<file path="config.mk">
export PLATFORM = sky130hd
export DESIGN_NAME = meter_bus_record_value_decoder
export DESIGN_NICKNAME = d
export VERILOG_FILES = /design/src/rtl/core/mbrvd_pkg.sv /design/src/rtl/core/mbrvd_field_dec.sv /design/src/rtl/core/meter_bus_record_value_decoder.sv
export SDC_FILE = /design/constraint.sdc
export NUM_CORES = 1
export LEC_CHECK = 0
export ABC_AREA = 1
export BUFFER_PORTS_ARGS = -buffer_cell sky130_fd_sc_hd__buf_4
export CORE_AREA = 2 2 321 323
export DETAILED_ROUTE_END_ITERATION = 7
export DIE_AREA = 0 0 323 325
export MAX_ROUTING_LAYER = met4
export PLACE_DENSITY_LB_ADDON = 0.1
export SYNTH_ARGS = -nofsm -noshare
export SYNTH_HDL_FRONTEND = slang
export SYNTH_SLANG_ARGS = --single-unit
</file>
<file path="constraint.sdc">
create_clock -name i_clk -period 11.85 [get_ports i_clk]
set_input_delay 1.7775 -clock i_clk [delete_from_list [all_inputs] [get_ports i_clk]]
set_output_delay 1.7775 -clock i_clk [all_outputs]
set_load 0.03 [all_outputs]
</file>
<file path="src/rtl/core/mbrvd_pkg.sv">
// Shared types and codes for the meter-bus record value decoder.
`timescale 1ns / 1ps
`default_nettype none

package mbrvd_pkg;

    // Result kinds carried on the master-side tuser
    localparam logic [2:0] K_NONE     = 3'd0;
    localparam logic [2:0] K_INT      = 3'd1;
    localparam logic [2:0] K_BCD      = 3'd2;
    localparam logic [2:0] K_FLOAT    = 3'd3;
    localparam logic [2:0] K_DATE     = 3'd4;
    localparam logic [2:0] K_DATETIME = 3'd5;
    localparam logic [2:0] K_SOFT     = 3'd6;
    localparam logic [2:0] K_UNKNOWN  = 3'd7;

    localparam logic [11:0] YEAR_BASE    = 12'd2000;
    localparam logic [11:0] YEAR_INVALID = 12'd1900;
    localparam logic [3:0]  MONTH_INVALID = 4'd1;

    // Number of payload bytes that can carry BCD digits
    localparam int unsigned BcdBytes = 6;

    typedef struct packed {
        logic [2:0]  kind;
        logic [63:0] int_value;
        logic [31:0] float_bits;
        logic [11:0] year;
        logic [3:0]  month;
        logic [4:0]  day;
        logic [4:0]  hour;
        logic [5:0]  minute;
        logic [5:0]  second;
        logic        summer;
    } t_rec;

    // Per-byte BCD digit pair folded to binary (0..165)
    typedef logic [BcdBytes-1:0][7:0] t_bcd_pairs;

endpackage

`default_nettype wire

</file>
<file path="src/rtl/core/mbrvd_field_dec.sv">
// Coding dispatch and field extraction for one meter-bus data record.
`timescale 1ns / 1ps
`default_nettype none

module mbrvd_field_dec (
    input  logic [7:0]             i_info,
    input  logic [7:0]             i_vif,
    input  logic [7:0]             i_vife,
    input  logic [63:0]            i_payload,
    output mbrvd_pkg::t_rec        o_rec,
    output mbrvd_pkg::t_bcd_pairs  o_bcd
);
    import mbrvd_pkg::*;

    localparam logic [3:0] COD_NONE    = 4'h0;
    localparam logic [3:0] COD_INT8    = 4'h1;
    localparam logic [3:0] COD_INT16   = 4'h2;
    localparam logic [3:0] COD_INT24   = 4'h3;
    localparam logic [3:0] COD_INT32   = 4'h4;
    localparam logic [3:0] COD_REAL    = 4'h5;
    localparam logic [3:0] COD_INT48   = 4'h6;
    localparam logic [3:0] COD_INT64   = 4'h7;
    localparam logic [3:0] COD_SEL     = 4'h8;
    localparam logic [3:0] COD_BCD2    = 4'h9;
    localparam logic [3:0] COD_BCD4    = 4'hA;
    localparam logic [3:0] COD_BCD6    = 4'hB;
    localparam logic [3:0] COD_BCD8    = 4'hC;
    localparam logic [3:0] COD_VAR     = 4'hD;
    localparam logic [3:0] COD_BCD12   = 4'hE;
    localparam logic [3:0] COD_SPECIAL = 4'hF;

    localparam logic [6:0] VIF_DATE     = 7'h6C;
    localparam logic [6:0] VIF_DATETIME = 7'h6D;
    localparam logic [7:0] VIF_EXT_FD   = 8'hFD;
    localparam logic [6:0] VIFE_STAMP_A = 7'h30;
    localparam logic [6:0] VIFE_STAMP_B = 7'h70;

    function automatic logic [11:0] year_of(input logic [7:0] lo, input logic [7:0] hi);
        return YEAR_BASE + {5'd0, hi[7:4], lo[7:5]};
    endfunction

    logic [3:0]          w_coding;
    logic [6:0]          w_vif7;
    logic [6:0]          w_vife7;
    logic                w_stamp;
    logic [7:0]          w_b0, w_b1, w_b2, w_b3, w_b4;
    logic [BcdBytes-1:0] w_keep;
    t_rec                w_rec;

    assign w_coding = i_info[3:0];
    assign w_vif7   = i_vif[6:0];
    assign w_vife7  = i_vife[6:0];
    assign w_stamp  = (w_vif7 == VIF_DATETIME) ||
                      ((i_vif == VIF_EXT_FD) &&
                       ((w_vife7 == VIFE_STAMP_A) || (w_vife7 == VIFE_STAMP_B)));
    assign w_b0 = i_payload[7:0];
    assign w_b1 = i_payload[15:8];
    assign w_b2 = i_payload[23:16];
    assign w_b3 = i_payload[31:24];
    assign w_b4 = i_payload[39:32];

    always_comb begin
        w_rec            = '0;
        w_rec.kind       = K_NONE;
        w_rec.year       = YEAR_INVALID;
        w_rec.month      = MONTH_INVALID;
        w_keep           = '0;
        unique case (w_coding)
            COD_NONE: begin
                w_rec.kind = K_NONE;
            end
            COD_INT8: begin
                w_rec.kind      = K_INT;
                w_rec.int_value = {{56{i_payload[7]}}, i_payload[7:0]};
            end
            COD_INT16: begin
                if (w_vif7 == VIF_DATE) begin
                    w_rec.kind  = K_DATE;
                    w_rec.day   = w_b0[4:0];
                    w_rec.month = w_b1[3:0];
                    w_rec.year  = year_of(w_b0, w_b1);
                end else begin
                    w_rec.kind      = K_INT;
                    w_rec.int_value = {{48{i_payload[15]}}, i_payload[15:0]};
                end
            end
            COD_INT24: begin
                w_rec.kind      = K_INT;
                w_rec.int_value = {{40{i_payload[23]}}, i_payload[23:0]};
            end
            COD_INT32: begin
                if (w_stamp) begin
                    w_rec.kind = K_DATETIME;
                    // Invalid-time flag sits in byte 0 bit 7
                    if (!w_b0[7]) begin
                        w_rec.minute = w_b0[5:0];
                        w_rec.hour   = w_b1[4:0];
                        w_rec.day    = w_b2[4:0];
                        w_rec.month  = w_b3[3:0];
                        w_rec.year   = year_of(w_b2, w_b3);
                        w_rec.summer = w_b1[7];
                    end
                end else begin
                    w_rec.kind      = K_INT;
                    w_rec.int_value = {{32{i_payload[31]}}, i_payload[31:0]};
                end
            end
            COD_REAL: begin
                w_rec.kind       = K_FLOAT;
                w_rec.float_bits = i_payload[31:0];
            end
            COD_INT48: begin
                if (w_stamp) begin
                    w_rec.kind = K_DATETIME;
                    // Invalid-time flag sits in byte 1 bit 7
                    if (!w_b1[7]) begin
                        w_rec.second = w_b0[5:0];
                        w_rec.minute = w_b1[5:0];
                        w_rec.hour   = w_b2[4:0];
                        w_rec.day    = w_b3[4:0];
                        w_rec.month  = w_b4[3:0];
                        w_rec.year   = year_of(w_b3, w_b4);
                        w_rec.summer = w_b0[6];
                    end
                end else begin
                    w_rec.kind      = K_INT;
                    w_rec.int_value = {{16{i_payload[47]}}, i_payload[47:0]};
                end
            end
            COD_INT64: begin
                w_rec.kind      = K_INT;
                w_rec.int_value = i_payload;
            end
            COD_SEL: begin
                w_rec.kind = K_UNKNOWN;
            end
            COD_BCD2: begin
                w_rec.kind = K_BCD;
                w_keep     = 6'b000001;
            end
            COD_BCD4: begin
                w_rec.kind = K_BCD;
                w_keep     = 6'b000011;
            end
            COD_BCD6: begin
                w_rec.kind = K_BCD;
                w_keep     = 6'b000111;
            end
            COD_BCD8: begin
                w_rec.kind = K_BCD;
                w_keep     = 6'b001111;
            end
            COD_BCD12: begin
                w_rec.kind = K_BCD;
                w_keep     = 6'b111111;
            end
            COD_VAR, COD_SPECIAL: begin
                w_rec.kind = K_SOFT;
            end
            default: begin
                w_rec.kind = K_UNKNOWN;
            end
        endcase
    end

    // Fold each byte's two digits into hi*10 + lo; drop bytes past the length
    always_comb begin
        logic [7:0] byte_v;
        for (int i = 0; i < BcdBytes; i++) begin
            byte_v   = w_keep[i] ? i_payload[8*i +: 8] : 8'd0;
            o_bcd[i] = {1'b0, byte_v[7:4], 3'b000} + {3'b000, byte_v[7:4], 1'b0}
                     + {4'b0000, byte_v[3:0]};
        end
    end

    assign o_rec = w_rec;

endmodule

`default_nettype wire

</file>
<file path="src/rtl/core/meter_bus_record_value_decoder.sv">
// Top level: five-stage pipelined meter-bus data record value decoder.
// Each record passes the registers of stages A, B, C, D and E in turn to the master side.
// Throughput: one record per cycle while the sink does not stall; the depth follows the
// BCD multiply-add chain (digit pairs, then x100, then x10000 twice), one constant
// multiply per stage.
// Reset (synchronous, active low) clears the stage valid bits only; payload
// registers keep whatever they hold until the next record passes.
`timescale 1ns / 1ps
`default_nettype none

module meter_bus_record_value_decoder (
    input  logic         i_clk,
    input  logic         i_rst_n,
    // Record in
    input  logic         s_axis_tvalid,
    output logic         s_axis_tready,
    // [7:0] info_byte, [15:8] value_info_byte, [23:16] value_info_ext,
    // [87:24] payload_bytes
    input  logic [87:0]  s_axis_tdata,
    // Decoded value out
    output logic         m_axis_tvalid,
    input  logic         m_axis_tready,
    // [63:0] int_value, [95:64] float_bits, [107:96] year_out, [111:108] month_out,
    // [116:112] day_out, [121:117] hour_out, [127:122] minute_out,
    // [133:128] second_out, [134] summer_time, [135] zero
    output logic [135:0] m_axis_tdata,
    // [2:0] kind
    output logic [2:0]   m_axis_tuser
);
    import mbrvd_pkg::*;

    localparam logic [14:0] PAIR_WEIGHT = 15'd100;    // two digits per byte
    localparam logic [27:0] QUAD_WEIGHT = 28'd10000;  // four digits per byte pair
    localparam logic [41:0] QUAD_WIDE   = 42'd10000;

    // Handshake: each stage advances when empty or when the next one advances
    logic w_adv_a, w_adv_b, w_adv_c, w_adv_d, w_adv_e;

    // Stage A: registered record
    logic        r_a_vld;
    logic [87:0] r_a_data;

    // Stage B: decoded fields and per-byte digit pairs
    logic       r_b_vld;
    t_rec       r_b_rec;
    t_bcd_pairs r_b_bcd;
    t_rec       n_b_rec;
    t_bcd_pairs n_b_bcd;

    // Stage C: byte pairs, four digits each (max 16665)
    logic             r_c_vld;
    t_rec             r_c_rec;
    logic [2:0][14:0] r_c_pair;
    logic [2:0][14:0] n_c_pair;

    // Stage D: upper eight digits and lower four digits
    logic        r_d_vld;
    t_rec        r_d_rec;
    logic [27:0] r_d_hi;
    logic [14:0] r_d_lo;
    logic [27:0] n_d_hi;

    // Stage E: output register
    logic        r_e_vld;
    t_rec        r_e_rec;
    t_rec        n_e_rec;
    logic [41:0] w_bcd_full;

    assign w_adv_e = !r_e_vld || m_axis_tready;
    assign w_adv_d = !r_d_vld || w_adv_e;
    assign w_adv_c = !r_c_vld || w_adv_d;
    assign w_adv_b = !r_b_vld || w_adv_c;
    assign w_adv_a = !r_a_vld || w_adv_b;
    assign s_axis_tready = w_adv_a;

    // Valid bits travel with the data
    always_ff @(posedge i_clk) begin
        if (!i_rst_n) begin
            r_a_vld <= 1'b0;
            r_b_vld <= 1'b0;
            r_c_vld <= 1'b0;
            r_d_vld <= 1'b0;
            r_e_vld <= 1'b0;
        end else begin
            if (w_adv_a) r_a_vld <= s_axis_tvalid;
            if (w_adv_b) r_b_vld <= r_a_vld;
            if (w_adv_c) r_c_vld <= r_b_vld;
            if (w_adv_d) r_d_vld <= r_c_vld;
            if (w_adv_e) r_e_vld <= r_d_vld;
        end
    end

    // Stage A: capture the transfer
    always_ff @(posedge i_clk) begin
        if (w_adv_a && s_axis_tvalid) begin
            r_a_data <= s_axis_tdata;
        end
    end

    // Stage B: dispatch on the coding nibble
    mbrvd_field_dec u_field_dec (
        .i_info    (r_a_data[7:0]),
        .i_vif     (r_a_data[15:8]),
        .i_vife    (r_a_data[23:16]),
        .i_payload (r_a_data[87:24]),
        .o_rec     (n_b_rec),
        .o_bcd     (n_b_bcd)
    );

    always_ff @(posedge i_clk) begin
        if (w_adv_b && r_a_vld) begin
            r_b_rec <= n_b_rec;
            r_b_bcd <= n_b_bcd;
        end
    end

    // Stage C: combine adjacent bytes, high byte weighted by 100
    always_comb begin
        for (int k = 0; k < 3; k++) begin
            n_c_pair[k] = {7'd0, r_b_bcd[2*k+1]} * PAIR_WEIGHT + {7'd0, r_b_bcd[2*k]};
        end
    end

    always_ff @(posedge i_clk) begin
        if (w_adv_c && r_b_vld) begin
            r_c_rec  <= r_b_rec;
            r_c_pair <= n_c_pair;
        end
    end

    // Stage D: fold the top two pairs
    assign n_d_hi = {13'd0, r_c_pair[2]} * QUAD_WEIGHT + {13'd0, r_c_pair[1]};

    always_ff @(posedge i_clk) begin
        if (w_adv_d && r_c_vld) begin
            r_d_rec <= r_c_rec;
            r_d_hi  <= n_d_hi;
            r_d_lo  <= r_c_pair[0];
        end
    end

    // Stage E: finish the BCD value and pick it for BCD records
    assign w_bcd_full = {14'd0, r_d_hi} * QUAD_WIDE + {27'd0, r_d_lo};

    always_comb begin
        n_e_rec = r_d_rec;
        if (r_d_rec.kind == K_BCD) begin
            n_e_rec.int_value = {22'd0, w_bcd_full};
        end
    end

    // Hold the result while the sink stalls
    always_ff @(posedge i_clk) begin
        if (w_adv_e && r_d_vld) begin
            r_e_rec <= n_e_rec;
        end
    end

    assign m_axis_tvalid = r_e_vld;
    assign m_axis_tuser  = r_e_rec.kind;
    assign m_axis_tdata  = {1'b0, r_e_rec.summer, r_e_rec.second, r_e_rec.minute,
                            r_e_rec.hour, r_e_rec.day, r_e_rec.month, r_e_rec.year,
                            r_e_rec.float_bits, r_e_rec.int_value};

`ifndef SYNTHESIS
    // The input side only backs up when every stage holds a record
    a_ready_only_when_full: assert property (@(posedge i_clk) disable iff (!i_rst_n)
        !s_axis_tready |-> (r_a_vld && r_b_vld && r_c_vld && r_d_vld && r_e_vld))
        else $error("input stalled with an empty pipeline stage");

    // An accepted transfer always lands in the first stage
    a_accept_lands: assert property (@(posedge i_clk) disable iff (!i_rst_n)
        (s_axis_tvalid && s_axis_tready) |=> r_a_vld)
        else $error("accepted record not captured");

    // Twelve BCD digits never exceed 42 bits
    a_bcd_range: assert property (@(posedge i_clk) disable iff (!i_rst_n)
        (r_e_vld && (r_e_rec.kind == K_BCD)) |-> (r_e_rec.int_value[63:42] == 22'd0))
        else $error("BCD result out of range");

    // Non-date results carry the invalid-date filler
    a_date_filler: assert property (@(posedge i_clk) disable iff (!i_rst_n)
        (r_e_vld && (r_e_rec.kind != K_DATE) && (r_e_rec.kind != K_DATETIME))
        |-> ((r_e_rec.year == YEAR_INVALID) && (r_e_rec.month == MONTH_INVALID)))
        else $error("date fields set on a non-date record");

    // Integer field stays clear for kinds that carry no integer
    a_int_clear: assert property (@(posedge i_clk) disable iff (!i_rst_n)
        (r_e_vld && (r_e_rec.kind != K_INT) && (r_e_rec.kind != K_BCD))
        |-> (r_e_rec.int_value == 64'd0))
        else $error("integer field set on a non-integer record");
`endif

endmodule

`default_nettype wire
</file>
-- Word level (Yosys, flattened, before mapping)
Index checks and enable logic that the tools add are counted.
- logic and storage cells: 155
- register bits after elaboration: 781
- output and inout port bits: 141
- equality and inequality tests: 21
- add/sub/neg operators: 20
- reductions and logical operators: 24
- multiply operators: 5
- mux-type cells: 25
- bitwise gates (word level): 2
- operator list (operator ; count):
    $pmux 64 s6 ; 1
    $mux 64 ; 3
    $mux 39 ; 2
    $mux 32 ; 2
    $pmux 21 s3 ; 1
    $add 7x5->8 ; 6
    $add 8x4->8 ; 6
    $mux 8 ; 6
    $add 15x8->15 ; 3
    $add 42x15->42 ; 1
    $mux 42 ; 1
    $mul 8x5->13 const B ; 3
    $mul 28x10->38 const B ; 1
    $add 11x7->12 const A ; 3
    $eq 4x4->1 const B ; 8
    $pmux 6 s5 ; 1
    $add 28x15->28 ; 1
    $mul 15x10->24 const B ; 1
    $pmux 3 s8 ; 1
    $pmux 11 s2 ; 1
    $eq 7x7->1 const B ; 3
    $mux 21 ; 1
    $eq 4x3->1 const B ; 4
    $eq 4x2->1 const B ; 2
    15 further kinds ; 35

-- Longest topological paths before layout
Gate-level depths: netlist of the first run.
- word-level depth: 7
- gate-level depth with buffers: 31

-- By module
A second synthesis of the first run with hierarchy kept.
- cell total of the unflattened synthesis: 3726
- area total of the unflattened synthesis: 41573.6 um^2
- modules (own cells, without submodules) (module ; seq. area each (um^2) ; area each (um^2) ; cells each ; instances):
    meter_bus_record_value_decoder ; 23402.4 ; 37258.2 ; 2895 ; 1
    mbrvd_field_dec ; 0.0 ; 4315.4 ; 831 ; 1

-- Least setup slack after synthesis of the first run
Ideal clock, no wire load.
- path kind: input -> register
- from: in m_axis_tready
- to: reg r_b_bcd[0] in the netlist's numbering (enable)
- stages on the path: 8
- buffers on the path: 0
- path slack: 1.231 ns
- arrival time: 9.882 ns
- required time: 11.113 ns
- setup time: 0.737 ns
- path through: nor2_1 > inv_1 > nor2_1 > inv_1 > nor2_1 > inv_1 > nor2_1 > nor2_1
- cells in the longest elaborated chain, start to end: 5
- ends and longest elaborated chain (item ; RTL line ; RTL):
    start: declaration ; meter_bus_record_value_decoder.sv:22 ; input logic m_axis_tready,
    $logic_or 1x1->1 ; meter_bus_record_value_decoder.sv:69 ; assign w_adv_e = !r_e_vld || m_axis_tready;
    $logic_or 1x1->1 ; meter_bus_record_value_decoder.sv:70 ; assign w_adv_d = !r_d_vld || w_adv_e;
    $logic_or 1x1->1 ; meter_bus_record_value_decoder.sv:71 ; assign w_adv_c = !r_c_vld || w_adv_d;
    $logic_or 1x1->1 ; meter_bus_record_value_decoder.sv:72 ; assign w_adv_b = !r_b_vld || w_adv_c;
    $logic_and 1x1->1 ; meter_bus_record_value_decoder.sv:111 ; if (w_adv_b && r_a_vld) begin
    end signal: assignment ; meter_bus_record_value_decoder.sv:113 ; r_b_bcd <= n_b_bcd;
    end: declaration ; meter_bus_record_value_decoder.sv:46 ; t_bcd_pairs r_b_bcd;
Every way passes these cells.
A chain may end at the register's enable or synchronous reset.

==> reports/metrics.cfg, run 1 <==
[final_layout]
finish.net_count=4330
syn_to_final_growth_pct=14.98
layout-drive-gt1-share=0.1232
instances_no_fill=5201

[clocking]
cts_tree=done
clockBufferDepth=3
clk-insertion-delay-late_ps=650
htreeDepth=3
cts_repair_resize_count=0
clk_pin_slew_worst_paths_ps=60
tritoncts.num_buffers=84
holdBufCountCts=0
post-cts-setup-buffer-count=0
clock_sinks=771
clockRootBuffer=clkbuf_16

[setup_path]
max_stage_delay_ps=550
timing.reg2reg.setup_slack_ps=6120
worst_setup_path_end_kind=flip-flop
worst-endpoint-required_ps=12240
worst-r2r-cell-count=29
critical-path-slowest-cell=fa_1
worst_path_most_repeated_cell=nand2_1
crit_path_max_fanout=5
rr_endpoint=m_axis_tdata[41]$_DFFE_PP_
path_class=flip-flop to flip-flop
cp_data_arrival_time_ps=6110
r2r_start=r_d_hi[3]$_DFFE_PP_
worst_setup_path_start_kind=flip-flop
worstSetupStartpoint=r_d_hi[3]$_DFFE_PP_

[synth]
synth.ff_latch_count=771
netlist_top_cells_area=edfxtp_1 (57%), ha_1 (11%), fa_1 (6.4%)
synth-edff-count=766
synthDistinctLibCells=53
ys.warnings.count=0
synth.largest_area_cell=edfxtp_1
synth_top_area_share=0.5718
synth-async-reset-ratio=0
syn-cell-area_um2=40230
syn_area_per_cell_um2=11.59
dominantRegCellSynth=edfxtp_1
netlist_instances=3472
synth_fp_nets=4037
synth_sequential_area_ratio=0.5743

[drt]
drt-vias-per-instance=4.609
num_vias=23970
detailedRoute.firstIterationViolations=1353
drt-pass1-iter-count=5
drt-total-wl_mm=89.09
drcViolationCount=0
postRouteAntennaNets=0
post_detailed_route_wirelength_per_cell_um=17.13

[sta]
setup-tns-final_ps=0
timing.max_slew.rel_slack=0.2077
timing.final.setup_violations=0
final_period_minus_worst_setup_slack_ps=5728
slew_at_the_pin_closest_to_its_max_slew_limit_ps=1186
maxSlewViolCount=0
finClkSkew_ps=19.50
unrepaired_setup_endpoints_after_global_routing=no
timing_hold_violations_final=0
post_route_clock_period_utilization=0.4834
post-route-worst-setup-slack_ps=6122
max_freq_mhz=174.6

[status]
outcome=completed

[die]
core_region_area_um2=101300
die_x_um=323
io_pins=233
vertical_die_dimension_um=325
die_area_um2=105000
initial_utilization=0.3971
num_rows=117

[global_route]
grt_pass1_vias=24120
grtUsageTotal=0.1780
antenna_violations_before_repair=4
gr-total-overflow=0
grt_start_max_net_pins=160
first_pass_grt_wire_length_mm=137.1

[pwr]
net_sw_power_mw=5.030
cell_internal_pwr_mw=6.395
power.share.sequential=0.280
power.density_cell_area_nw_per_um2=247.0
p_sw_frac=0.4403
pwr-share-comb=0.503
clock_power_share=0.217
ir_drop_mv=0.2220
total_leakage_power_nw=20.40

[worst_hold_path]
hold_start=r_c_pair[7]$_DFFE_PP_
whs_endpoint=r_d_lo[7]$_DFFE_PP_
timing.hold.worst.class=flip-flop to flip-flop
worst_hold_path.num_cells=0

[placed_design]
dp.cells=5047
dpl.hpwl_mm=66.75
gpl.final_weighted_congestion=0.8702
dp_worst_setup_slack_ps=6061
io_buf_count=225

[job]
maxCapViolations=0

## final cells by class
type | count | area [µm²]
inverters | 709 | 2678
diodes | 1 | 2.502
fillers | 9583 | 55050
clock buffers | 112 | 2237
clock inverters | 41 | 380.4
repair buffers | 235 | 1777
well taps | 1368 | 1712
flip-flops and latches | 771 | 23100
multi-input cells | 1964 | 14370
## placed cells by master, fill, tap and decap left out, drive strengths merged, types with 4 or more instances in the layout
master / synthesis / layout
edfxtp: 766 / 766
inv: 703 / 706
nand2: 631 / 631
ha: 344 / 344
nor2: 244 / 244
buf: 8 / 235
nand3: 149 / 149
fa: 129 / 129
clkbuf: 20 / 112
a21oi: 109 / 109
o21ai: 106 / 106
xor2: 86 / 86
xnor2: 50 / 50
clkinv: 6 / 37
nor3: 21 / 21
nand4: 17 / 17
o221ai: 12 / 12
o22ai: 12 / 12
a21o: 10 / 10
o21bai: 9 / 9
a31oi: 6 / 6
dfxtp: 5 / 5
a211oi: 4 / 4
and2: 4 / 4
bufinv: 0 / 4
## metal layers
metal	GRT usage	up-vias	wire length [µm]
met5	-	-	0
met4	0.05268	0	2384
met3	0.03792	124	4647
met2	0.2767	401	41010
met1	0.2344	11350	41050
li1	-	12090	-
## worst max-delay path by stage
stage,endpoint,cells past startpoint
final,m_axis_tdata[41]$_DFFE_PP_,29
after global routing,m_axis_tdata[41]$_DFFE_PP_,29
after CTS,m_axis_tdata[41]$_DFFE_PP_,29
after detailed placement,m_axis_tdata[41]$_DFFE_PP_,29
after floorplan,r_b_bcd[0]$_DFFE_PP_,8
after global placement,m_axis_tdata[41]$_DFFE_PP_,29
## state kept, by name, summed over array words and instances (netlist names)
signal / flops
r_b_vld: 1
m_axis_tvalid: 1
r_c_pair: 45
r_d_hi: 28
r_d_lo: 15
r_c_rec: 137
r_c_vld: 1
m_axis_tuser: 3
n_e_rec: 73
r_d_vld: 1
r_a_data: 82
r_b_rec: 137
m_axis_tdata: 134
r_d_rec: 64
r_b_bcd: 48
r_a_vld: 1
## stage by stage
stage	utilization	total power [mW]	hold slack, ps	cell area, µm²
4_1_cts	0.4566	11.58	404.6	46250
3_3_place_gp	0.4307	9.043	400.0	43630
3_5_place_dp	0.4307	9.051	404.5	43630
2_1_floorplan	-	7.536	400.3	40230
5_1_grt	0.4566	12.51	413.6	46250
6_report	0.4566	11.43	404.5	46250
## cells by family after synthesis
family,Yosys count,share of synthesized area
simple gates,1072,0.1139
flops,771,0.5743
buf+inv,737,0.06920
fa+ha+maj,473,0.1712
compound gates,282,0.04118
xor+xnor,136,0.03017
other cells,1,0.00009322
## power groups by stage
stage / Sequential (mW) / Combinational [mW] / Clock (mW)
2_1_floorplan: 3.26 / 4.28 / 0
3_3_place_gp: 3.25 / 5.79 / 0
3_5_place_dp: 3.26 / 5.80 / 0
4_1_cts: 3.20 / 5.83 / 2.56
5_1_grt: 3.21 / 6.64 / 2.66
6_report: 3.20 / 5.75 / 2.48
## critical path, delay by kind of cell, from the launching register on
kind                     cells  cell delay (ps)
adder cells (fa/ha/maj)      7             2610
AND/OR/NAND/NOR             15             1720
buffers and inverters        6              500
flip-flops                   1              480
XOR/XNOR                     1              180
## synth_stat cells (all sizes together) (9+ instances only)
master and number:
nand3 149, a21o 10, ha 344, a21oi 109, fa 129, xor2 86
o221ai 12, o22ai 12, nand4 17, clkbuf 20, nor2 244, edfxtp 766
inv 703, nor3 21, nand2 631, o21bai 9, xnor2 50, o21ai 106
No activity file was read; power rests on OpenSTA's default activity.
==> run 2: changes to the inputs <==
- clock period: 11.85 -> 5.3 ns (I/O delays scaled with it)
==> run 2 against run 1 <==
- critical endpoint is now m_axis_tdata[36]$_DFFE_PP_
- global-route usage grew 0.070 points
- core utilization grew 1.8 points
- wire length grew 0.92%
- sequential cell count is the same
==> reports/metrics.cfg, run 2 (same netlist as run 1, synthesis figures left out) <==
[clocking]
clockBufferDepth=3  ; unchanged
clk-insertion-delay-late_ps=650  ; about the same
tritoncts.num_buffers=83  ; was 84
clk_pin_slew_worst_paths_ps=60  ; about the same
holdBufCountCts=0  ; unchanged
cts_tree=done  ; unchanged
htreeDepth=3  ; unchanged
clock_sinks=771  ; unchanged
clockRootBuffer=clkbuf_16  ; unchanged

[job]
maxCapViolations=0  ; unchanged

[drt]
drcViolationCount=0  ; unchanged
detailedRoute.firstIterationViolations=1378  ; was 1353
drt-vias-per-instance=4.578  ; was 4.609
drt-total-wl_mm=89.91  ; was 89.09 mm
post_detailed_route_wirelength_per_cell_um=16.85  ; was 17.13 µm
postRouteAntennaNets=0  ; unchanged
drt-pass1-iter-count=5  ; unchanged
num_vias=24430  ; was 23970

[global_route]
first_pass_grt_wire_length_mm=138.3  ; was 137.1 mm
grtUsageTotal=0.1787  ; was 0.1780
antenna_violations_before_repair=5  ; was 4
grt_pass1_vias=24490  ; was 24120
gr-total-overflow=0  ; unchanged
grt_start_max_net_pins=123  ; was 160

[placed_design]
dpl.hpwl_mm=68.53  ; was 66.75 mm
dp_worst_setup_slack_ps=30.19  ; was 6061 ps
io_buf_count=225  ; unchanged
gpl.final_weighted_congestion=0.8825  ; was 0.8702
dp.cells=5153  ; was 5047

[final_layout]
layout-drive-gt1-share=0.1860  ; was 0.1232
syn_to_final_growth_pct=19.43  ; was 14.98%
final_cell_mix=edfxtp_1 (766), inv_1 (656), nand2_1 (556)  ; was edfxtp_1 (766), inv_1 (680), nand2_1 (597)
instances_no_fill=5335  ; was 5201
finish.net_count=4459  ; was 4330
final_common_cell=edfxtp_1  ; unchanged

[pwr]
total_leakage_power_nw=21.15  ; was 20.40 nW
fin_total_pwr_mw=29.01  ; was 11.43 mW
ir_drop_mv=0.6079  ; was 0.2220 mV
power.density_cell_area_nw_per_um2=603.9  ; was 247.0 nW/µm²

[sta]
unrepaired_setup_endpoints_after_global_routing=yes  ; was no
hold_ws_ps=318.0  ; was 404.5 ps
timing.max_slew.rel_slack=0.2628  ; was 0.2077
post-route-worst-setup-slack_ps=218.8  ; was 6122 ps
timing_hold_violations_final=0  ; unchanged
setup-tns-final_ps=0  ; unchanged
max_freq_mhz=196.8  ; was 174.6 MHz
post_route_clock_period_utilization=0.9587  ; was 0.4834
final_period_minus_worst_setup_slack_ps=5081  ; was 5728 ps
maxSlewViolCount=0  ; unchanged
slew_at_the_pin_closest_to_its_max_slew_limit_ps=1103  ; was 1186 ps
timing.final.setup_violations=0  ; unchanged
finClkSkew_ps=28.29  ; was 19.50 ps

[setup_path]
worst_setup_path_end_kind=flip-flop  ; unchanged
max_stage_delay_ps=530  ; was 550 ps
path_class=flip-flop to flip-flop  ; unchanged
worst_path_most_repeated_cell=buf_4  ; was nand2_1
worst_setup_path_start_kind=flip-flop  ; unchanged
cp_data_arrival_time_ps=5440  ; was 6110 ps
critical-path-slowest-cell=fa_1  ; unchanged
worst-endpoint-required_ps=5660  ; was 12240 ps
crit_path_max_fanout=4  ; was 5

[worst_hold_path]
timing.hold.worst.class=input pin to flip-flop  ; was flip-flop to flip-flop

[die]
vertical_die_dimension_um=325  ; unchanged
io_pins=233  ; unchanged
initial_utilization=0.3971  ; unchanged
die_area_um2=105000  ; unchanged
num_rows=117  ; unchanged
core_region_area_um2=101300  ; unchanged
die_x_um=323  ; unchanged

[status]
outcome=completed  ; unchanged

## run 2: cell types whose count changed in the layout (fill, tap and decap cells not counted), sizes merged
cell,before,now
clkbuf,112,99
inv,706,704
buf,235,365
bufinv,4,10
clkinv,37,46
diode,1,5
## run 2: critical path, delay by kind of cell (launching register included)
| family | cells | cell delay, ps |
|---|---|---|
| adders and majority gates | 6 | 2340 |
| and+or+nand+nor | 12 | 1250 |
| buffers and inverters | 10 | 880 |
| DFF | 1 | 340 |
## run 2: final cells by class
| class | count | area, µm² |
|---|---|---|
| flip-flops and latches | 771 | 23100 |
| clock buffers | 99 | 2180 |
| clock inverters | 54 | 580.6 |
| repair buffers | 365 | 2789 |
| fillers | 9348 | 53260 |
| diodes | 5 | 12.51 |
| inverters | 709 | 2679 |
| multi-input cells | 1964 | 14990 |
| well taps | 1368 | 1712 |
## run 2: power breakdown
| group | leakage (nW) | total (mW) | switching, mW | internal (mW) |
|---|---|---|---|---|
| logic | 12.6 | 16.1 | 9.98 | 6.09 |
| clock network | 1.33 | 5.81 | 2.37 | 3.43 |
| registers | 7.21 | 7.14 | 0.0935 | 7.05 |
## run 2: final timing paths
path / slack [ps] / depth (start not counted) / startpoint / endpoint
setup / recovery: 220 / 28 / r_d_hi[6]$_DFFE_PP_ / m_axis_tdata[36]$_DFFE_PP_
hold / removal: 320 / 1 / s_axis_tdata[63] / r_a_data[63]$_DFFE_PP_
setup reg to reg: 220 / 28 / r_d_hi[6]$_DFFE_PP_ / m_axis_tdata[36]$_DFFE_PP_
hold reg to reg: 400 / 0 / r_c_pair[7]$_DFFE_PP_ / r_d_lo[7]$_DFFE_PP_
## run 2: metrics by stage
stage	cell area (µm²)	utilization
after floorplan	40240	-
after global placement	44450	0.4388
after detailed placement	44450	0.4388
after CTS	47210	0.4661
after global routing	48040	0.4742
final	48040	0.4742
## run 2: per-layer routing
layer  routed length [µm]  GRT usage  vias to the layer above
met1                40580     0.2317                    11520
met5                    0          -                        -
met4                 1933    0.04499                        0
met3                 5159    0.04009                      122
li1                     -          -                    12340
met2                42240     0.2840                      447
## run 2: repair_timing
item / CTS / global route
resized for setup: 0 / 174
setup endpoints to repair: 0 / 34
setup buffers: 0 / 24
